File: src/hdl/assert_macros.svh
// Assertion helpers for the RTL.
`ifndef ASSERT_MACROS_SVH
`define ASSERT_MACROS_SVH

// Same-cycle implication, disabled during reset.
`define ASSERT_IMPL(label, clk, rst_n, ante, cons) \
	label: assert property (@(posedge clk) disable iff (!(rst_n)) (ante) |-> (cons)) \
		else $error("%m: assertion failed");

// Next-cycle implication, disabled during reset.
`define ASSERT_NEXT(label, clk, rst_n, ante, cons) \
	label: assert property (@(posedge clk) disable iff (!(rst_n)) (ante) |=> (cons)) \
		else $error("%m: assertion failed");

`endif

File: src/hdl/icy_pkg.sv
package icy_pkg;

	typedef enum logic [1:0] {
		PH_AUDIO = 2'd0,
		PH_LEN   = 2'd1,
		PH_META  = 2'd2
	} phase_t;

	typedef enum logic [1:0] {
		TS_MATCH  = 2'd0,
		TS_ACTIVE = 2'd1,
		TS_IDLE   = 2'd2
	} tstate_t;

	typedef enum logic [1:0] {
		K_AUDIO = 2'd0,
		K_CHAR  = 2'd1,
		K_END   = 2'd2,
		K_ERR   = 2'd3
	} kind_t;

	typedef struct packed {
		kind_t      kind;
		logic [7:0] data;
		logic       last;
	} res_t;

	localparam int          MI_W         = 20;
	localparam int          MMB_W        = 8;
	localparam int          ML_W         = 12;
	localparam int          PP_W         = 4;
	localparam logic [MI_W-1:0]  MI_RESET  = 20'd8192;
	localparam logic [MMB_W-1:0] MMB_RESET = 8'd32;

	localparam logic [PP_W-1:0] PREFIX_LEN = 4'd13;
	localparam logic [7:0]      CH_QUOTE   = 8'h27;
	localparam logic [7:0]      CH_SEMI    = 8'h3b;

	localparam logic REG_META_INTERVAL   = 1'b0;
	localparam logic REG_MAX_META_BLOCKS = 1'b1;

	localparam int Q_DEPTH = 8;
	localparam int Q_AW    = 3;
	localparam int Q_CW    = 4;

	// StreamTitle='
	function automatic logic [7:0] prefix_char(logic [PP_W-1:0] pos);
		logic [7:0] ch;
		case (pos)
			4'd0:    ch = 8'h53;
			4'd1:    ch = 8'h74;
			4'd2:    ch = 8'h72;
			4'd3:    ch = 8'h65;
			4'd4:    ch = 8'h61;
			4'd5:    ch = 8'h6d;
			4'd6:    ch = 8'h54;
			4'd7:    ch = 8'h69;
			4'd8:    ch = 8'h74;
			4'd9:    ch = 8'h6c;
			4'd10:   ch = 8'h65;
			4'd11:   ch = 8'h3d;
			4'd12:   ch = 8'h27;
			default: ch = 8'h00;
		endcase
		return ch;
	endfunction

endpackage

File: src/hdl/icy_in_if.sv
interface icy_in_if;
	logic       valid;
	logic       ready;
	logic [7:0] stream_byte;

	modport source (output valid, output stream_byte, input ready);
	modport sink (input valid, input stream_byte, output ready);
endinterface

File: src/hdl/icy_out_if.sv
interface icy_out_if;
	logic       valid;
	logic       ready;
	logic [1:0] out_kind;
	logic [7:0] out_byte;
	logic       last_of_run;

	modport source (output valid, output out_kind, output out_byte, output last_of_run,
		input ready);
	modport sink (input valid, input out_kind, input out_byte, input last_of_run,
		output ready);
endinterface

File: src/hdl/icy_metadata_demux.sv
// ICY metadata demultiplexer.
// stream (sink): one raw stream byte per transfer. result (source): results of
// kind audio, title character, title end or oversize error, in order; last_of_run
// marks the final result caused by one stream byte (a byte may cause none).
// APB port: register 0 meta_interval at 0x0, register 1 max_meta_blocks at 0x4;
// write only while the block is idle. Writing meta_interval restarts framing.
// Path: a byte is registered in the input register, parsed from there once the
// result queue has room, and its results are then written into the result queue.
// Throughput: one stream byte per cycle, limited by the result side, which
// delivers one result per cycle from an 8-entry result queue; a byte enters
// parsing only while at least three queue entries are free.
// Reset: meta_interval 8192, max_meta_blocks 32, audio phase, queue empty.
// A stalled receiver fills the queue, then the input register, then stream.ready
// drops; nothing is lost or repeated.
`include "assert_macros.svh"

module icy_metadata_demux #(
	parameter int TITLE_MAX = 39
) (
	input  logic        clk,
	input  logic        arst_n,
	icy_in_if.sink      stream,
	icy_out_if.source   result,
	input  logic        psel,
	input  logic        penable,
	input  logic        pwrite,
	input  logic [2:0]  paddr,
	input  logic [31:0] pwdata,
	output logic [31:0] prdata,
	output logic        pready
);
	import icy_pkg::*;

	localparam int TCW = $clog2(TITLE_MAX + 1);

	typedef struct packed {
		res_t [2:0]     res;
		logic [1:0]     n;
		tstate_t        ts;
		logic           hq;
		logic [TCW-1:0] tc;
	} ctx_t;

	function automatic ctx_t f_push(ctx_t c, kind_t k, logic [7:0] d);
		if (c.n != 2'd3) begin
			c.res[c.n].kind = k;
			c.res[c.n].data = d;
			c.res[c.n].last = 1'b0;
			c.n = c.n + 2'd1;
		end
		return c;
	endfunction

	function automatic ctx_t f_end(ctx_t c);
		c = f_push(c, K_END, 8'h00);
		c.ts = TS_IDLE;
		c.hq = 1'b0;
		return c;
	endfunction

	function automatic ctx_t f_emit(ctx_t c, logic [7:0] ch);
		c = f_push(c, K_CHAR, ch);
		c.tc = c.tc + 1'b1;
		if (c.tc >= TCW'(TITLE_MAX)) begin
			c = f_end(c);
		end
		return c;
	endfunction

	function automatic ctx_t f_tbyte(ctx_t c, logic [7:0] b);
		if (b == 8'h00) begin
			c = f_end(c);
		end else if (b == CH_QUOTE) begin
			c.hq = 1'b1;
		end else begin
			c = f_emit(c, b);
		end
		return c;
	endfunction

	logic [MI_W-1:0]  mi_q;
	logic [MMB_W-1:0] mmb_q;
	phase_t           phase_q, phase_d;
	logic [MI_W-1:0]  al_q, al_d;
	logic [ML_W-1:0]  ml_q, ml_d;
	logic [PP_W-1:0]  pp_q, pp_d;
	tstate_t          ts_q;
	logic             hq_q;
	logic [TCW-1:0]   tc_q;
	ctx_t             c;

	logic             valid_s1;
	logic [7:0]       byte_s1;
	logic             adv;
	logic             in_xfer;
	logic             pop;
	logic             cfg_wr;

	res_t             fifo_q [Q_DEPTH];
	logic [Q_AW-1:0]  wr_q;
	logic [Q_AW-1:0]  rd_q;
	logic [Q_CW-1:0]  count_q;
	logic [Q_CW-1:0]  n_push;

	assign pready  = 1'b1;
	assign cfg_wr  = psel && penable && pwrite && pready;

	always_comb begin
		unique case (paddr[2])
			REG_META_INTERVAL:   prdata = {{(32 - MI_W){1'b0}}, mi_q};
			REG_MAX_META_BLOCKS: prdata = {{(32 - MMB_W){1'b0}}, mmb_q};
			default:             prdata = '0;
		endcase
	end

	assign adv          = valid_s1 && (count_q <= Q_CW'(Q_DEPTH - 3));
	assign stream.ready = !valid_s1 || adv;
	assign in_xfer      = stream.valid && stream.ready;
	assign pop          = result.valid && result.ready;
	assign n_push       = adv ? Q_CW'(c.n) : '0;

	always_comb begin
		c       = '0;
		c.ts    = ts_q;
		c.hq    = hq_q;
		c.tc    = tc_q;
		phase_d = phase_q;
		al_d    = al_q;
		ml_d    = ml_q;
		pp_d    = pp_q;

		if (mi_q == '0 || phase_q == PH_AUDIO) begin
			c = f_push(c, K_AUDIO, byte_s1);
			if (mi_q != '0) begin
				if (al_q <= MI_W'(1)) begin
					phase_d = PH_LEN;
					al_d    = mi_q;
				end else begin
					al_d = al_q - 1'b1;
				end
			end
		end else if (phase_q == PH_LEN) begin
			if (byte_s1 == 8'h00) begin
				phase_d = PH_AUDIO;
				al_d    = mi_q;
			end else if (byte_s1 > mmb_q) begin
				c       = f_push(c, K_ERR, 8'h00);
				phase_d = PH_AUDIO;
				al_d    = mi_q;
			end else begin
				phase_d = PH_META;
				ml_d    = {byte_s1, 4'b0000};
				pp_d    = '0;
				c.ts    = TS_MATCH;
				c.hq    = 1'b0;
				c.tc    = '0;
			end
		end else begin
			if (c.ts == TS_MATCH) begin
				if (pp_q < PREFIX_LEN && byte_s1 == prefix_char(pp_q)) begin
					pp_d = pp_q + 1'b1;
					if (pp_d >= PREFIX_LEN) begin
						c.ts = TS_ACTIVE;
					end
				end else begin
					c.ts = TS_IDLE;
				end
			end else if (c.ts == TS_ACTIVE) begin
				if (c.hq) begin
					c.hq = 1'b0;
					if (byte_s1 == CH_SEMI) begin
						c = f_end(c);
					end else begin
						c = f_emit(c, CH_QUOTE);
						if (c.ts == TS_ACTIVE) begin
							c = f_tbyte(c, byte_s1);
						end
					end
				end else begin
					c = f_tbyte(c, byte_s1);
				end
			end
			if (ml_q != '0) begin
				ml_d = ml_q - 1'b1;
			end
			if (ml_d == '0) begin
				if (c.ts == TS_ACTIVE) begin
					if (c.hq) begin
						c.hq = 1'b0;
						c = f_emit(c, CH_QUOTE);
					end
					if (c.ts == TS_ACTIVE) begin
						c = f_end(c);
					end
				end
				phase_d = PH_AUDIO;
				al_d    = mi_q;
				c.ts    = TS_IDLE;
				c.hq    = 1'b0;
			end
		end

		if (c.n != 2'd0) begin
			c.res[c.n - 2'd1].last = 1'b1;
		end
	end

	always_ff @(posedge clk or negedge arst_n) begin
		if (!arst_n) begin
			mi_q    <= MI_RESET;
			mmb_q   <= MMB_RESET;
			phase_q <= PH_AUDIO;
			al_q    <= MI_RESET;
			ml_q    <= '0;
			pp_q    <= '0;
			ts_q    <= TS_MATCH;
			hq_q    <= 1'b0;
			tc_q    <= '0;
		end else if (cfg_wr) begin
			if (paddr[2] == REG_META_INTERVAL) begin
				mi_q    <= pwdata[MI_W-1:0];
				phase_q <= PH_AUDIO;
				al_q    <= pwdata[MI_W-1:0];
				ml_q    <= '0;
				pp_q    <= '0;
				ts_q    <= TS_MATCH;
				hq_q    <= 1'b0;
				tc_q    <= '0;
			end else begin
				mmb_q <= pwdata[MMB_W-1:0];
			end
		end else if (adv) begin
			phase_q <= phase_d;
			al_q    <= al_d;
			ml_q    <= ml_d;
			pp_q    <= pp_d;
			ts_q    <= c.ts;
			hq_q    <= c.hq;
			tc_q    <= c.tc;
		end
	end

	always_ff @(posedge clk or negedge arst_n) begin
		if (!arst_n) begin
			valid_s1 <= 1'b0;
		end else if (in_xfer) begin
			valid_s1 <= 1'b1;
		end else if (adv) begin
			valid_s1 <= 1'b0;
		end
	end

	always_ff @(posedge clk) begin
		if (in_xfer) begin
			byte_s1 <= stream.stream_byte;
		end
	end

	always_ff @(posedge clk) begin
		for (int i = 0; i < 3; i++) begin
			if (adv && 2'(i) < c.n) begin
				fifo_q[wr_q + Q_AW'(i)] <= c.res[i];
			end
		end
	end

	always_ff @(posedge clk or negedge arst_n) begin
		if (!arst_n) begin
			wr_q    <= '0;
			rd_q    <= '0;
			count_q <= '0;
		end else begin
			wr_q    <= wr_q + n_push[Q_AW-1:0];
			rd_q    <= rd_q + Q_AW'(pop);
			count_q <= count_q + n_push - Q_CW'(pop);
		end
	end

	assign result.valid       = (count_q != '0);
	assign result.out_kind    = fifo_q[rd_q].kind;
	assign result.out_byte    = fifo_q[rd_q].data;
	assign result.last_of_run = fifo_q[rd_q].last;

	`ASSERT_IMPL(a_queue_bound, clk, arst_n, 1'b1, count_q <= Q_CW'(Q_DEPTH))
	`ASSERT_IMPL(a_title_bound, clk, arst_n, 1'b1, tc_q <= TCW'(TITLE_MAX))
	`ASSERT_IMPL(a_quote_in_title, clk, arst_n, hq_q, phase_q == PH_META && ts_q == TS_ACTIVE)
	`ASSERT_NEXT(a_stall_holds, clk, arst_n, valid_s1 && !adv && !cfg_wr, valid_s1 && $stable(byte_s1))

endmodule

File: src/flat_wrapper.sv
// flat-port wrapper written by rule: the top's interface ports become plain ports
module icy_metadata_demux_flat import icy_pkg::*;
#(
	parameter int TITLE_MAX = 39
)
  (clk, arst_n, psel, penable, pwrite, paddr, pwdata, prdata, pready, stream_valid, stream_stream_byte, stream_ready, result_valid, result_out_kind, result_out_byte, result_last_of_run, result_ready);
  icy_in_if stream_i ();
  icy_out_if result_i ();
  input  logic clk;
  input  logic arst_n;
  input  logic psel;
  input  logic penable;
  input  logic pwrite;
  input  logic [2:0] paddr;
  input  logic [31:0] pwdata;
  output logic [31:0] prdata;
  output logic pready;
  input wire logic [$bits(stream_i.valid)-1:0] stream_valid;
  input wire logic [$bits(stream_i.stream_byte)-1:0] stream_stream_byte;
  output wire logic [$bits(stream_i.ready)-1:0] stream_ready;
  output wire logic [$bits(result_i.valid)-1:0] result_valid;
  output wire logic [$bits(result_i.out_kind)-1:0] result_out_kind;
  output wire logic [$bits(result_i.out_byte)-1:0] result_out_byte;
  output wire logic [$bits(result_i.last_of_run)-1:0] result_last_of_run;
  input wire logic [$bits(result_i.ready)-1:0] result_ready;
  assign stream_i.valid = stream_valid;
  assign stream_i.stream_byte = stream_stream_byte;
  assign stream_ready = stream_i.ready;
  assign result_valid = result_i.valid;
  assign result_out_kind = result_i.out_kind;
  assign result_out_byte = result_i.out_byte;
  assign result_last_of_run = result_i.last_of_run;
  assign result_i.ready = result_ready;
  icy_metadata_demux #(.TITLE_MAX(TITLE_MAX)) u_core (.clk(clk), .arst_n(arst_n), .stream(stream_i), .result(result_i), .psel(psel), .penable(penable), .pwrite(pwrite), .paddr(paddr), .pwdata(pwdata), .prdata(prdata), .pready(pready));
endmodule
File: config.mk
export PLATFORM = sky130hd
export DESIGN_NAME = icy_metadata_demux_flat
export DESIGN_NICKNAME = d
export VERILOG_FILES = /design/src/hdl/icy_pkg.sv /design/src/hdl/icy_in_if.sv /design/src/hdl/icy_out_if.sv /design/src/hdl/icy_metadata_demux.sv /design/src/flat_wrapper.sv
export VERILOG_INCLUDE_DIRS = /design/src /design/src/hdl
export SDC_FILE = /design/constraint.sdc
export NUM_CORES = 1
export LEC_CHECK = 0
export ABC_AREA = 1
export BUFFER_PORTS_ARGS = -buffer_cell sky130_fd_sc_hd__buf_4
export CAP_MARGIN = 25
export CORE_UTILIZATION = 55
export DETAILED_ROUTE_END_ITERATION = 10
export PLACE_DENSITY = 0.74
export RECOVER_POWER = 50
export SETUP_SLACK_MARGIN = 0.5
export SLEW_MARGIN = 20
export SYNTH_ARGS = -nofsm -noshare
export SYNTH_HDL_FRONTEND = slang
export SYNTH_SLANG_ARGS = --single-unit
File: constraint.sdc
create_clock -name clk -period 4.8 [get_ports clk]
set_input_delay 0.96 -clock clk [delete_from_list [all_inputs] [get_ports clk]]
set_output_delay 0.96 -clock clk [all_outputs]
set_load 0.05 [all_outputs]
==> metrics.md <==
| Metric | Value |
|---|---|
| Rows | 54 |
| CP endpoint kind | flop |
| Max-slew violations | 0 |
| Number of fill cells | 1987 |
| Tmin final | 4140 ps |
| Initial DRC Count | 1018 |
| Pin count of the biggest net entering global routing | 65 |
| Commonest non-fill, non-tap cell in the layout | nand2_1 |
| RSZ-0062 raised after global routing | yes |
| Initial antenna violation count | 0 |
| Hold buffer count at cts | 0 |
| Critical Path AT | 4460 ps |
| Nets | 1785 |
| Max VDD drop | just under 0.0003 V |
| Routed WL per cell | 16.7 microns |
| FF-to-FF End | u_core.count_q[2]$_DFF_PN0_ |
| Max Clk Rate | around 0.24 GHz |
| YS warnings | 0 |
| ANT cells | 0 |
| Fraction of layout cells with a size suffix above 1 | 13.0% |
| Final setup fails | 0 |
| Routed Antenna Nets | 0 |
| Synthesized cell area | 12200 sq um |
| Io pins | 96 |
| Worst setup path end | u_core.count_q[2]$_DFF_PN0_ |
| Sequential Power Share | between 30% and 40% |
| Pleak | 5.84 nW |
| Die area | roughly 23000 sq um |
| Number of enable flip-flop cells after synthesis | 96 |
| Reg2reg setup slack | ~660 ps |
| Clock Skew | 13.9 ps |
| Most frequent cells in the layout | nand2_1 (371), o21ai_0 (188), nor2_1 (186) |
| Reg clk slew, reported paths | 70 ps |
| Htree depth | 4 |
| Top_reg_cell synth | edfxtp_1 |
| GRT overflow | 0 |
| Via count | 11600 |
| Clock Latency Late Sink | 440 ps |
| Final-report hold violation count | 0 |
| Total power draw | ~8 mW |
| Die height | 151 microns |
| HP Class | reg2reg |
| Relative slew slack | 2.94% |
| Total routed wirelength | 33200 microns |
| Ys async rst share | a little under half |
| Cell Count, Final, Fillers Out | 1992 |
| Final instance area | 13600 sq um |
| Critical path startpoint category | flop |
| Initial Utilization | 55.9% |
| Crit path from | u_core.ml_q[0]$_DFFE_PN0P_ |
| Die width | about 150 microns |
| Vias in the first global route | approximately 11000 |
| MaxCap Viol Count | 0 |
| R2R cell count | 23 |
| DP HPWL | 23800 microns |
| CP max FO | 11 |
| Critical path required time | 5120 ps |
| Final weighted congestion in routability-driven placement | 0.950 |
| PwrDens | 581 nW/um^2 |
| Mean post-synth cell area | 7.49 sq um |
| Setup CP Type | reg2reg |
| Root buf cell | clkbuf_16 |
| Worst slew pin tran | 1460 ps |
| Area Overhead vs Synth | 11.5% |
| Seq cells post-synth | approximately 180 |
| CTS Buf Count | 17 |
| Netlist cell types | 49 |
| TritonCTS clock tree | yes |
| Share of the yosys chip area belonging to registers | 41.3% |
| 1st-pass router iterations | 8 |
| Placed insts | 1940 |
| Cell Area, Placed | 12900 sq um |
| Switching pwr | 3.84 mW |
| Core Region | 21800 sq um |
| Sw Ratio | 48.6% |
| Clk buf depth | 2 |
| GRT Total Usage | 29.6% |
| R2r startpoint | u_core.ml_q[0]$_DFFE_PN0P_ |
| Hold slack | 471 ps |
| First-pass GRT wire length | around 52000 microns |
| Port bufs | 68 |
| Clock network fraction of total power | between 10% and 20% |
| Internal | 4.06 mW |
| Status | completed |
| Clk sink count | between 150 and 200 |
| Power share of the combinational group | between 50% and 60% |
| TNS Setup | 0 ps |
| Vias per std cell | 5.81 |
| Fin crit share | 86.2% |
| DRC violations left | 0 |
| Mapped Cells | 1629 |
-- worst max-delay path: stages (launching register included) --
cell and delay (ps):
dfrtp_1 400, inv_1 100, ha_1 220, nand2_1 100, nor2_1 150, nand2_1 100
inv_1 100, nand2_1 200, o21ai_0 280, nand2_1 130, nor4_1 320, nand4_1 130
clkbuf_1 200, nor2_4 200, o21ai_1 100, inv_1 60, nand2_1 100, nand2_2 100
nand2_4 120, a21oi_4 160, ha_2 190, inv_1 50, fa_1 380, xnor2_1 130
-- how the worst min path moves through the flow --
| stage | from | end | slack, ps | cells past startpoint |
|---|---|---|---|---|
| 2_1_floorplan | u_core.rd_q[2]$_DFF_PN0_ | u_core.rd_q[2]$_DFF_PN0_ | 440 | 1 |
| 4_1_cts | u_core.rd_q[2]$_DFF_PN0_ | u_core.rd_q[2]$_DFF_PN0_ | 480 | 1 |
| 3_3_place_gp | u_core.rd_q[2]$_DFF_PN0_ | u_core.rd_q[2]$_DFF_PN0_ | 460 | 1 |
| 6_report | u_core.rd_q[2]$_DFF_PN0_ | u_core.rd_q[2]$_DFF_PN0_ | 470 | 1 |
| 5_1_grt | u_core.rd_q[2]$_DFF_PN0_ | u_core.rd_q[2]$_DFF_PN0_ | 500 | 1 |
| 3_5_place_dp | u_core.rd_q[2]$_DFF_PN0_ | u_core.rd_q[2]$_DFF_PN0_ | 470 | 1 |
-- state kept, by name (all words and copies together) (netlist names) --
name             count
u_core.tc_q          6
u_core.mmb_q         8
u_core.al_q         20
u_core.byte_s1       8
u_core.wr_q          3
u_core.pp_q          4
u_core.count_q       4
u_core.ts_q          2
u_core.fifo_q       88
u_core.mi_q         20
u_core.phase_q       2
u_core.rd_q          3
u_core.hq_q          1
u_core.ml_q         12
u_core.valid_s1      1
-- synthesized netlist by cell type, types with 2 or more instances --
| library cell | instances | area [sq um] |
|---|---|---|
| a31oi_1 | 14 | 87.6 |
| nand2_1 | 380 | 1430 |
| edfxtp_1 | 96 | 2880 |
| inv_2 | 11 | 41.3 |
| nand3_1 | 73 | 365 |
| nand2_4 | 4 | 45.0 |
| or2_0 | 3 | 18.8 |
| o22ai_1 | 24 | 150 |
| or2_2 | 20 | 125 |
| o21ai_0 | 187 | 936 |
| or4_1 | 2 | 15.0 |
| a32oi_2 | 3 | 48.8 |
| nand2_2 | 19 | 119 |
| dfstp_2 | 3 | 78.8 |
| clkinv_1 | 5 | 18.8 |
| o211ai_1 | 28 | 210 |
| xnor2_1 | 6 | 52.6 |
| clkbuf_1 | 39 | 146 |
| a21oi_1 | 80 | 400 |
| o31ai_1 | 6 | 45.0 |
| buf_4 | 15 | 113 |
| ha_1 | 34 | 425 |
| or2_1 | 3 | 18.8 |
| nor2_4 | 4 | 45.0 |
| nor3_1 | 22 | 110 |
| buf_2 | 10 | 50.1 |
| nor3_2 | 2 | 20.0 |
| buf_6 | 2 | 22.5 |
| o21ai_1 | 11 | 55.1 |
| nor2_2 | 14 | 87.6 |
| xor2_1 | 22 | 193 |
| dfrtp_1 | 83 | 2080 |
| nand4_1 | 25 | 156 |
| nor2_1 | 190 | 713 |
| inv_1 | 153 | 574 |
| nand3_2 | 12 | 120 |
| fa_1 | 2 | 40.0 |
| a22oi_1 | 3 | 22.5 |
| nor4_1 | 8 | 50.1 |
| conb_1 | 2 | 7.51 |
-- cell type report --
| type | instances | area, sq um | share of cell area (%) |
|---|---|---|---|
| Clock buffer | 18 | 429 | 3.15 |
| Clock inverter | 14 | 160 | 1.18 |
| Inverter | 169 | 634 | 4.66 |
| Multi-Input combinational cell | 1223 | 6350 | 46.6 |
| Sequential cell | 182 | 5040 | 37.0 |
| Tap cell | 280 | 350 | 2.57 |
| Timing Repair Buffer | 106 | 649 | 4.77 |
-- routing by layer --
layer | global-route usage [%] | up-vias | part of all wire, %
met3 | 5.18 | 63 | 7.4
met5 | 0 | - | 0
met1 | 38.9 | 5382 | 43
met2 | 49.4 | 525 | 48
li1 | - | 5594 | -
met4 | 9.50 | 0 | 1.9
-- logic make-up (layout without fill, tap and decap cells) --
group	Yosys count	after routing	share of synthesized area, %
and+or+nand+nor	785	786	28.5
DFF	182	182	41.3
other	2	13	0.0615
adders and majority gates	36	36	3.81
muxes	1	1	0.0922
AOI/OAI and AO/OA	359	359	16.3
buffers and inverters	236	307	7.94
xor gates and xnor gates	28	28	2.01
-- through the flow --
step	utilization, %	setup WS, ps
after floorplan	-	1140
after global routing	62.4	262
after global placement	59.2	443
final	62.4	661
after CTS	62.0	502
after detailed placement	59.2	329
-- power by group through the flow --
stage               sequential (mW)  clock, mW  combinational (mW)
floorplan                      2.32          0                3.10
global route                   2.45       1.49                4.55
detailed placement             2.44          0                4.05
CTS                            2.41       1.42                4.08
finish                         2.41       1.42                4.07
global placement               2.43          0                3.94
-- repair_timing --
action	CTS	global route
gates cloned	0	1
endpoints found under the setup margin	62	149
pin swaps	0	7
resized for setup	3	32
setup buffers	0	19
Power figures use the tool's default switching activity.
